### src/hdl/bfsvo_pkg.sv
// Shared types and constants for the breadth-first visit order block.
package bfsvo_pkg;

  localparam int VTX_W = 6;

  localparam logic ACT_ADD      = 1'b0;
  localparam logic ACT_TRAVERSE = 1'b1;

  // Commands from the controller to the datapath.
  typedef struct packed {
    logic accept;    // latch the input item
    logic start;     // clear marks, queue the start vertex
    logic add_rd_a;  // read row of first endpoint
    logic add_wr_a;  // write row of first endpoint, read row of second
    logic add_wr_b;  // write row of second endpoint
    logic ack;       // load the single result of an add or a rejected item
    logic deq;       // read the queue head
    logic emit;      // load a visit result, read its adjacency row
    logic scan;      // queue the lowest unvisited neighbour, if any
    logic root;      // queue the lowest unvisited vertex as a new root
  } cmd_t;

  // Status from the datapath to the controller.
  typedef struct packed {
    logic is_trav;
    logic item_bad;
    logic out_free;
    logic cand_found;
    logic last_emit;
    logic queue_empty;
  } sts_t;

endpackage

### src/hdl/bfsvo_dp.sv
// Datapath: adjacency row store, pending queue, visited marks and result register.
module bfsvo_dp #(
  parameter int VERTICES = 32
) (
  input  logic                      clk,
  input  logic                      rst,
  input  bfsvo_pkg::cmd_t           cmd,
  output bfsvo_pkg::sts_t           sts,
  input  logic                      action,
  input  logic [bfsvo_pkg::VTX_W-1:0] first_vertex,
  input  logic [bfsvo_pkg::VTX_W-1:0] second_vertex,
  input  logic                      cfg_valid,
  output logic                      cfg_ready,
  input  logic [bfsvo_pkg::VTX_W-1:0] cfg_data,
  output logic                      out_valid,
  input  logic                      out_ready,
  output logic [bfsvo_pkg::VTX_W-1:0] visited_vertex,
  output logic                      last,
  output logic                      invalid
);

  localparam int VW = $clog2(VERTICES);
  localparam logic [bfsvo_pkg::VTX_W:0] VMAX = (bfsvo_pkg::VTX_W+1)'(VERTICES);

  typedef logic [bfsvo_pkg::VTX_W-1:0] vtx_t;
  typedef logic [VERTICES-1:0]         row_t;

  function automatic logic [VW-1:0] vidx(input vtx_t v);
    logic [bfsvo_pkg::VTX_W-1:0] d;
    d = v - 1'b1;
    return VW'(d);
  endfunction

  function automatic row_t onehot(input logic [VW-1:0] i);
    return {{(VERTICES-1){1'b0}}, 1'b1} << i;
  endfunction

  // Lowest set bit: {found, index}.
  function automatic logic [VW:0] lowest(input row_t v);
    logic [VW:0] r;
    r = '0;
    for (int i = VERTICES - 1; i >= 0; i--) begin
      if (v[i]) r = {1'b1, VW'(i)};
    end
    return r;
  endfunction

  // Configuration and latched item
  vtx_t vertex_count;
  logic act;
  vtx_t va, vb;
  vtx_t n;
  logic a_ok, b_ok;

  assign cfg_ready = 1'b1;

  always_ff @(posedge clk) begin
    if (rst) begin
      vertex_count <= vtx_t'(32);
    end else if (cfg_valid) begin
      vertex_count <= cfg_data;
    end
  end

  always_ff @(posedge clk) begin
    if (cmd.accept) begin
      act <= action;
      va  <= first_vertex;
      vb  <= second_vertex;
    end
  end

  assign n    = ({1'b0, vertex_count} > VMAX) ? vtx_t'(VMAX) : vertex_count;
  assign a_ok = (va != '0) && (va <= n);
  assign b_ok = (vb != '0) && (vb <= n);

  // Adjacency row store with per-row valid bits
  row_t             row_mem [VERTICES];
  logic [VERTICES-1:0] row_vld;
  row_t             rd_data;
  logic             rd_vld;
  row_t             row_q;
  logic             row_we, row_re;
  logic [VW-1:0]    row_waddr, row_raddr;
  row_t             row_wdata;

  // Pending queue
  vtx_t             q_mem [VERTICES];
  vtx_t             q_rdata;
  logic [VW:0]      head, tail;
  logic             q_we;
  logic [VW-1:0]    q_waddr;
  vtx_t             q_wdata;

  row_t             visited;
  row_t             mask;
  row_t             cand_vec;
  logic [VW:0]      cand, unv;
  vtx_t             emit_cnt;

  always_comb begin
    for (int i = 0; i < VERTICES; i++) begin
      mask[i] = (i < int'(n));
    end
  end

  assign row_q    = rd_vld ? rd_data : '0;
  assign cand_vec = row_q & ~visited & mask;
  assign cand     = lowest(cand_vec);
  assign unv      = lowest(~visited & mask);

  always_comb begin
    row_we    = cmd.add_wr_a | cmd.add_wr_b;
    row_waddr = cmd.add_wr_a ? vidx(va) : vidx(vb);
    row_wdata = cmd.add_wr_a ? (row_q | onehot(vidx(vb))) : (row_q | onehot(vidx(va)));
    row_re    = cmd.add_rd_a | cmd.add_wr_a | cmd.emit;
    priority if (cmd.add_rd_a) row_raddr = vidx(va);
    else if (cmd.add_wr_a)     row_raddr = vidx(vb);
    else                       row_raddr = vidx(q_rdata);
  end

  always_ff @(posedge clk) begin
    if (row_we) row_mem[row_waddr] <= row_wdata;
    if (row_re) rd_data <= row_mem[row_raddr];
  end

  always_ff @(posedge clk) begin
    if (rst) begin
      row_vld <= '0;
      rd_vld  <= 1'b0;
    end else begin
      if (row_we) row_vld[row_waddr] <= 1'b1;
      if (row_re) rd_vld <= row_vld[row_raddr];
    end
  end

  always_comb begin
    q_we    = cmd.start | cmd.root | (cmd.scan & cand[VW]);
    q_waddr = cmd.start ? '0 : tail[VW-1:0];
    priority if (cmd.start) q_wdata = va;
    else if (cmd.root)      q_wdata = vtx_t'(unv[VW-1:0]) + 1'b1;
    else                    q_wdata = vtx_t'(cand[VW-1:0]) + 1'b1;
  end

  always_ff @(posedge clk) begin
    if (q_we)    q_mem[q_waddr] <= q_wdata;
    if (cmd.deq) q_rdata <= q_mem[head[VW-1:0]];
  end

  always_ff @(posedge clk) begin
    if (rst) begin
      head     <= '0;
      tail     <= '0;
      visited  <= '0;
      emit_cnt <= '0;
    end else begin
      if (cmd.start) begin
        head     <= '0;
        tail     <= (VW+1)'(1);
        visited  <= onehot(vidx(va));
        emit_cnt <= '0;
      end else begin
        if (cmd.root) begin
          tail    <= tail + 1'b1;
          visited <= visited | onehot(unv[VW-1:0]);
        end else if (cmd.scan && cand[VW]) begin
          tail    <= tail + 1'b1;
          visited <= visited | onehot(cand[VW-1:0]);
        end
        if (cmd.deq)  head     <= head + 1'b1;
        if (cmd.emit) emit_cnt <= emit_cnt + 1'b1;
      end
    end
  end

  // Result register
  logic last_emit;
  assign last_emit = ({1'b0, emit_cnt} + 1'b1) == {1'b0, n};

  always_ff @(posedge clk) begin
    if (rst) begin
      out_valid <= 1'b0;
    end else if (cmd.ack || cmd.emit) begin
      out_valid <= 1'b1;
    end else if (out_ready) begin
      out_valid <= 1'b0;
    end
  end

  always_ff @(posedge clk) begin
    if (cmd.ack) begin
      visited_vertex <= '0;
      last           <= 1'b1;
      invalid        <= sts.item_bad;
    end else if (cmd.emit) begin
      visited_vertex <= q_rdata;
      last           <= last_emit;
      invalid        <= 1'b0;
    end
  end

  always_comb begin
    sts.is_trav     = (act == bfsvo_pkg::ACT_TRAVERSE);
    sts.item_bad    = sts.is_trav ? !a_ok : !(a_ok && b_ok);
    sts.out_free    = !out_valid || out_ready;
    sts.cand_found  = cand[VW];
    sts.last_emit   = last_emit;
    sts.queue_empty = (head == tail);
  end

endmodule

### src/hdl/bfsvo_ctrl.sv
// Controller: sequences edge updates and the breadth-first traversal.
module bfsvo_ctrl (
  input  logic            clk,
  input  logic            rst,
  input  logic            in_valid,
  output logic            in_ready,
  input  bfsvo_pkg::sts_t sts,
  output bfsvo_pkg::cmd_t cmd
);

  typedef enum logic [8:0] {
    S_IDLE     = 9'b000000001,
    S_CHECK    = 9'b000000010,
    S_ADD_RD_A = 9'b000000100,
    S_ADD_WR_A = 9'b000001000,
    S_ADD_WR_B = 9'b000010000,
    S_ACK      = 9'b000100000,
    S_DEQ      = 9'b001000000,
    S_EMIT     = 9'b010000000,
    S_SCAN     = 9'b100000000
  } state_t;

  state_t state, state_next;
  logic   root_pending, root_pending_next;

  assign in_ready = (state == S_IDLE);

  always_comb begin
    state_next        = state;
    root_pending_next = root_pending;
    cmd               = '0;
    unique case (state)
      S_IDLE: begin
        if (in_valid) begin
          cmd.accept = 1'b1;
          state_next = S_CHECK;
        end
      end
      S_CHECK: begin
        priority if (sts.item_bad) begin
          state_next = S_ACK;
        end else if (sts.is_trav) begin
          cmd.start  = 1'b1;
          state_next = S_DEQ;
        end else begin
          state_next = S_ADD_RD_A;
        end
      end
      S_ADD_RD_A: begin
        cmd.add_rd_a = 1'b1;
        state_next   = S_ADD_WR_A;
      end
      S_ADD_WR_A: begin
        cmd.add_wr_a = 1'b1;
        state_next   = S_ADD_WR_B;
      end
      S_ADD_WR_B: begin
        cmd.add_wr_b = 1'b1;
        state_next   = S_ACK;
      end
      S_ACK: begin
        if (sts.out_free) begin
          cmd.ack    = 1'b1;
          state_next = S_IDLE;
        end
      end
      S_DEQ: begin
        // A pending root is queued here, in the cycle before its dequeue.
        if (root_pending) begin
          cmd.root          = 1'b1;
          root_pending_next = 1'b0;
        end else begin
          cmd.deq    = 1'b1;
          state_next = S_EMIT;
        end
      end
      S_EMIT: begin
        if (sts.out_free) begin
          cmd.emit   = 1'b1;
          state_next = sts.last_emit ? S_IDLE : S_SCAN;
        end
      end
      S_SCAN: begin
        if (sts.cand_found) begin
          cmd.scan = 1'b1;
        end else begin
          // No neighbour left; restart from lowest unvisited if drained.
          root_pending_next = sts.queue_empty;
          state_next        = S_DEQ;
        end
      end
      default: begin
        state_next = S_IDLE;
      end
    endcase
  end

  always_ff @(posedge clk) begin
    if (rst) begin
      state        <= S_IDLE;
      root_pending <= 1'b0;
    end else begin
      state        <= state_next;
      root_pending <= root_pending_next;
    end
  end

endmodule

### src/hdl/bfs_visit_order_adjacency_matrix.sv
// Top level of the breadth-first visit order block over an adjacency bit matrix.
// Add items set both symmetric bits of an undirected edge among vertices 1..n,
// n = min(vertex_count, VERTICES), and return one acknowledgement (invalid=1 if
// an endpoint is zero or above n). An add does a read-modify-write of both rows in
// the adjacency row store: it passes the check, row-read and first and second
// row-write states in turn, its result is loaded in the acknowledge state and then
// the idle state takes the next item; a rejected item goes from the check state
// straight to the acknowledge state. A traverse item returns every vertex 1..n
// once in breadth-first order, restarting from the lowest unvisited vertex, with
// last on the final one. Its steps are a check, a queue read and an emit with its
// row read for each vertex, a scan step for each vertex but the last, one step per
// queued neighbour (n - R, for R searches including the first), one per restart
// (R - 1) and the idle step taking the next item. A result held by out_ready
// stalls the next emit or ack. Items are taken one at a time; a finished result
// waits in the output register while the next item is taken. The row store is
// cleared at reset through per-row valid bits, so no clearing pass is needed.
// vertex_count resets to 32 and may be written only when idle.
module bfs_visit_order_adjacency_matrix #(
  parameter int VERTICES = 32
) (
  input  logic                        clk,
  input  logic                        rst,
  input  logic                        in_valid,
  output logic                        in_ready,
  input  logic                        action,
  input  logic [bfsvo_pkg::VTX_W-1:0] first_vertex,
  input  logic [bfsvo_pkg::VTX_W-1:0] second_vertex,
  input  logic                        cfg_valid,
  output logic                        cfg_ready,
  input  logic [bfsvo_pkg::VTX_W-1:0] cfg_data,
  output logic                        out_valid,
  input  logic                        out_ready,
  output logic [bfsvo_pkg::VTX_W-1:0] visited_vertex,
  output logic                        last,
  output logic                        invalid
);

  bfsvo_pkg::cmd_t cmd;
  bfsvo_pkg::sts_t sts;

  bfsvo_ctrl u_ctrl (
    .clk      (clk),
    .rst      (rst),
    .in_valid (in_valid),
    .in_ready (in_ready),
    .sts      (sts),
    .cmd      (cmd)
  );

  bfsvo_dp #(
    .VERTICES (VERTICES)
  ) u_dp (
    .clk            (clk),
    .rst            (rst),
    .cmd            (cmd),
    .sts            (sts),
    .action         (action),
    .first_vertex   (first_vertex),
    .second_vertex  (second_vertex),
    .cfg_valid      (cfg_valid),
    .cfg_ready      (cfg_ready),
    .cfg_data       (cfg_data),
    .out_valid      (out_valid),
    .out_ready      (out_ready),
    .visited_vertex (visited_vertex),
    .last           (last),
    .invalid        (invalid)
  );

endmodule
### config.mk
export PLATFORM = sky130hd
export DESIGN_NAME = bfs_visit_order_adjacency_matrix
export DESIGN_NICKNAME = d
export VERILOG_FILES = /design/src/hdl/bfsvo_pkg.sv /design/src/hdl/bfsvo_dp.sv /design/src/hdl/bfsvo_ctrl.sv /design/src/hdl/bfs_visit_order_adjacency_matrix.sv
export SDC_FILE = /design/constraint.sdc
export NUM_CORES = 2
export LEC_CHECK = 0
export BUFFER_PORTS_ARGS = -buffer_cell sky130_fd_sc_hd__clkbuf_2
export CORE_MARGIN = 10
export CORE_UTILIZATION = 65
export CTS_BUF_LIST = sky130_fd_sc_hd__clkbuf_4 sky130_fd_sc_hd__clkbuf_8
export DETAILED_ROUTE_END_ITERATION = 7
export GPL_TIMING_DRIVEN = 0
export PLACE_DENSITY = 0.83
export SYNTH_ARGS = -nofsm -noshare
export SYNTH_HDL_FRONTEND = slang
export SYNTH_HIERARCHICAL = 1
export SYNTH_SLANG_ARGS = --single-unit
### constraint.sdc
create_clock -name clk -period 14.5 [get_ports clk]
set_clock_uncertainty 0.2 [all_clocks]
set_input_delay 1.45 -clock clk [delete_from_list [all_inputs] [get_ports clk]]
set_output_delay 1.45 -clock clk [all_outputs]
set_load 0.1 [all_outputs]
==> insert_results.sql <==
INSERT INTO impl_metrics (metric_group, metric, value, unit) VALUES
('critical_path', 'type_of_destination_of_the_critical_path', 'flip-flop', ''),
('synth', 'synth_top_flop_cell', 'edfxtp_1', ''),
('grt', 'gr-total-overflow', '0', ''),
('grt', 'grt_start_max_net_pins', '35', ''),
('placed_design', 'dpl.cell_count', '4645', ''),
('synth', 'synth_enable_flop_cells', '1268', ''),
('clock_network', 'clk_path_buf_depth', '3', ''),
('detailed_routing', 'detailedRoute.firstPassIterationCount', '8', ''),
('pwr', 'report.power.total', '7.73', 'mW'),
('clock_network', 'cts_tree', 'yes', ''),
('clock_network', 'clk_latency', '0.91', 'ns'),
('placed_design', 'dp_hpwl', '106', 'mm'),
('timing', 'maxClockFrequency', '0.149', 'GHz'),
('grt', 'grt_usage', '32.6', '%'),
('timing', 'total_of_endpoints_with_negative_setup_slack_in_the_final_report', '0', ''),
('timing', 'period_minus_slack', '6.70', 'ns'),
('timing', 'rsz0062_at_grt', 'no', ''),
('clock_network', 'number_of_buffers_added_by_the_clock_tree_synthesis_step', '206', ''),
('die', 'die-area', '99300', 'µm²'),
('die', 'die_w', '315', 'µm'),
('synth', 'ys_async_sr_fraction', '0', '%'),
('die', 'dieHeight', '315', 'µm'),
('status', 'violations', 'max-capacitance violations', ''),
('die', 'coreArea', '86600', 'µm²'),
('die', 'starting_density', '65.3', '%'),
('pwr', 'irDropWorstVdd', '0.0000842', 'V'),
('detailed_routing', 'dr.first_iter.drc_count', '5723', ''),
('clock_network', 'tritoncts_num_sinks', '1375', ''),
('detailed_routing', 'drtAntennaViolNets', '0', ''),
('timing', 'fin_hold_ws', '0.291', 'ns'),
('grt', 'global_route_wire_length_before_repair', '236', 'mm'),
('synth', 'synth_area_in_compound_gates', '4.39', '%'),
('placed_design', 'placement.io_buffers', '32', ''),
('final_layout', 'signed_area_change_from_the_synthesized_netlist_to_the_final_layout', '13.7', '%'),
('critical_path', 'critical_path_class', 'reg -> reg', ''),
('synth', 'synth_area_leader_cell', 'edfxtp_1', ''),
('clock_network', 'root_buffer_master', 'clkbuf_8', ''),
('hold_path', 'hold_removal_path_class', 'reg -> reg', ''),
('pwr', 'cellLeakagePower', '22.2', 'nW'),
('timing', 'final.period_utilization', '46.2', '%'),
('timing', 'timing.final.hold_violations', '0', ''),
('detailed_routing', 'vias_per_cell', '7.10', ''),
('critical_path', 'regToRegSetupSlack', '7.80', 'ns'),
('synth', 'synthesized_area_per_cell', '16.7', 'µm²'),
('detailed_routing', 'wirelength', '161', 'mm'),
('clock_network', 'postCtsSetupRepairBufs', '0', ''),
('synth', 'yosysWarnings', '6', ''),
('synth', 'syn-instance-count', '3392', ''),
('synth', 'synth.distinct_cells', '95', ''),
('timing', 'slew_headroom', '0.615', '%'),
('clock_network', 'cts_hold_buffers', '0', ''),
('detailed_routing', 'vias', '35610', ''),
('detailed_routing', 'avgRoutedWirePerCell', '32.2', 'µm'),
('synth', 'fraction_of_the_mapped_netlist_area_in_adder_cells', '0.708', '%'),
('final_layout', 'final_cell_count_no_fill', '5017', ''),
('synth', 'yosys.area_share.simple', '8.11', '%'),
('critical_path', 'timing.critical_path.arrival', '7.01', 'ns'),
('placed_design', 'gp_congestion', '1.00', ''),
('final_layout', 'utilization', '74.3', '%'),
('timing', 'totalNegativeSetupSlack', '0', 'ns'),
('synth', 'syn_nets', '3448', ''),
('job', 'drv_cap', '1', ''),
('synth', 'synth_top_family_by_area', 'multiplexers', ''),
('synth', 'netlist.area_leader.share', '67.3', '%'),
('final_layout', 'most-common-layout-cells', '1268 x edfxtp_1, 442 x nand2_1, 324 x mux4_2, 217 x clkbuf_8', ''),
('critical_path', 'crit_path_start_kind', 'flip-flop', ''),
('status', 'status', 'complete, but fails checks', ''),
('grt', 'number_of_antenna_violations_at_the_first_check_in_global_routing', '6', ''),
('timing', 'finalMaxSlewViolations', '0', ''),
('critical_path', 'worst-path-max-fanout', '10', ''),
('final_layout', 'drive_gt1_share', '23.1', '%');
==> synth_stat cells, drive strengths merged, types with 5 or more instances <==
library cell,instances
or4,6
o221ai,41
a211oi,17
inv,35
or2,5
a311o,5
mux4,324
and2,21
a31oi,16
nand3,180
o21a,19
nor3,30
a211o,7
nand2b,21
clkbuf,123
dfxtp,107
nor3b,11
mux2,8
a32oi,8
nor2b,13
nand4,13
a21oi,57
xor2,25
nor4,9
mux2i,15
or3,10
nor2,213
a311oi,13
nor4b,11
xnor2,20
a21o,8
o311ai,9
ha,32
and3,7
o21ai,92
o211ai,10
edfxtp,1268
buf,71
nand2,442
==> critical path, cell delays in order, from the launching register on <==
cell,delay (ns)
dfxtp_1,0.38
or3_1,0.43
nor3_1,0.41
and4b_1,0.28
clkbuf_1,0.27
clkbuf_1,0.36
a21oi_1,0.16
o21ai_0,0.81
clkbuf_1,1.01
clkbuf_1,0.99
nand3_1,0.40
nand2_1,0.28
o21ai_0,0.31
==> cell type report <==
cell class              count  area, µm²  area share (%)
multi-input cells        1788      16100            25.1
repair buffers             98       1470            2.28
diodes                      3       7.51          0.0117
inverters                  35        131           0.204
well taps                1155       1450            2.25
clock buffers             276       3430            5.33
plain buffers             194        825            1.28
flip-flops and latches   1375      40200            62.5
clock inverters            93        682            1.06
==> through the flow <==
stage	worst slack, ns	area [µm²]
floorplan	9.27	56600
global placement	7.03	58200
detailed placement	8.20	60200
CTS	8.17	64300
global route	7.76	64400
finish	7.80	64400
==> per-layer routing <==
metal | share of wire, % | global-route usage (%)
met5 | 0.046 | 0
met4 | 6.3 | 18.1
met3 | 14 | 9.93
met2 | 47 | 50.0
met1 | 33 | 41.8
==> path summary, 6_finish.rpt <==
kind                                 startpoint                to  depth (start not counted)
worst max-delay path            u_ctrl/state[4]  u_dp/rd_data[23]                         12
worst min-delay path            u_dp/visited[2]   u_dp/visited[2]                          2
worst max register to register  u_ctrl/state[4]  u_dp/rd_data[23]                         12
worst min register to register  u_dp/visited[2]   u_dp/visited[2]                          2
==> cells by family (layout without fill, tap and decap cells) <==
family          Yosys count  after routing
simple gates           1012           1012
flops                  1375           1375
buf+inv                 229            696
other cells               1              4
xor+xnor                 45             45
fa+ha+maj                32             32
mux                     347            347
compound gates          351            351
==> report_power, final <==
part | switching [mW] | internal [mW] | total [mW]
Clock | 1.49 | 1.67 | 3.16
Sequential | 0.0110 | 4.31 | 4.32
Combinational | 0.185 | 0.0606 | 0.245
Total | 1.69 | 6.04 | 7.73
==> state kept, by name, indices dropped and copies added, names as in the netlist, 9 cells and up <==
name / count
u_dp/row_mem: 1024
u_dp/q_mem: 192
u_dp/rd_data: 32
u_dp/row_vld: 32
u_dp/visited: 32
u_ctrl/state: 9
(Power assumes the default switching activity.)
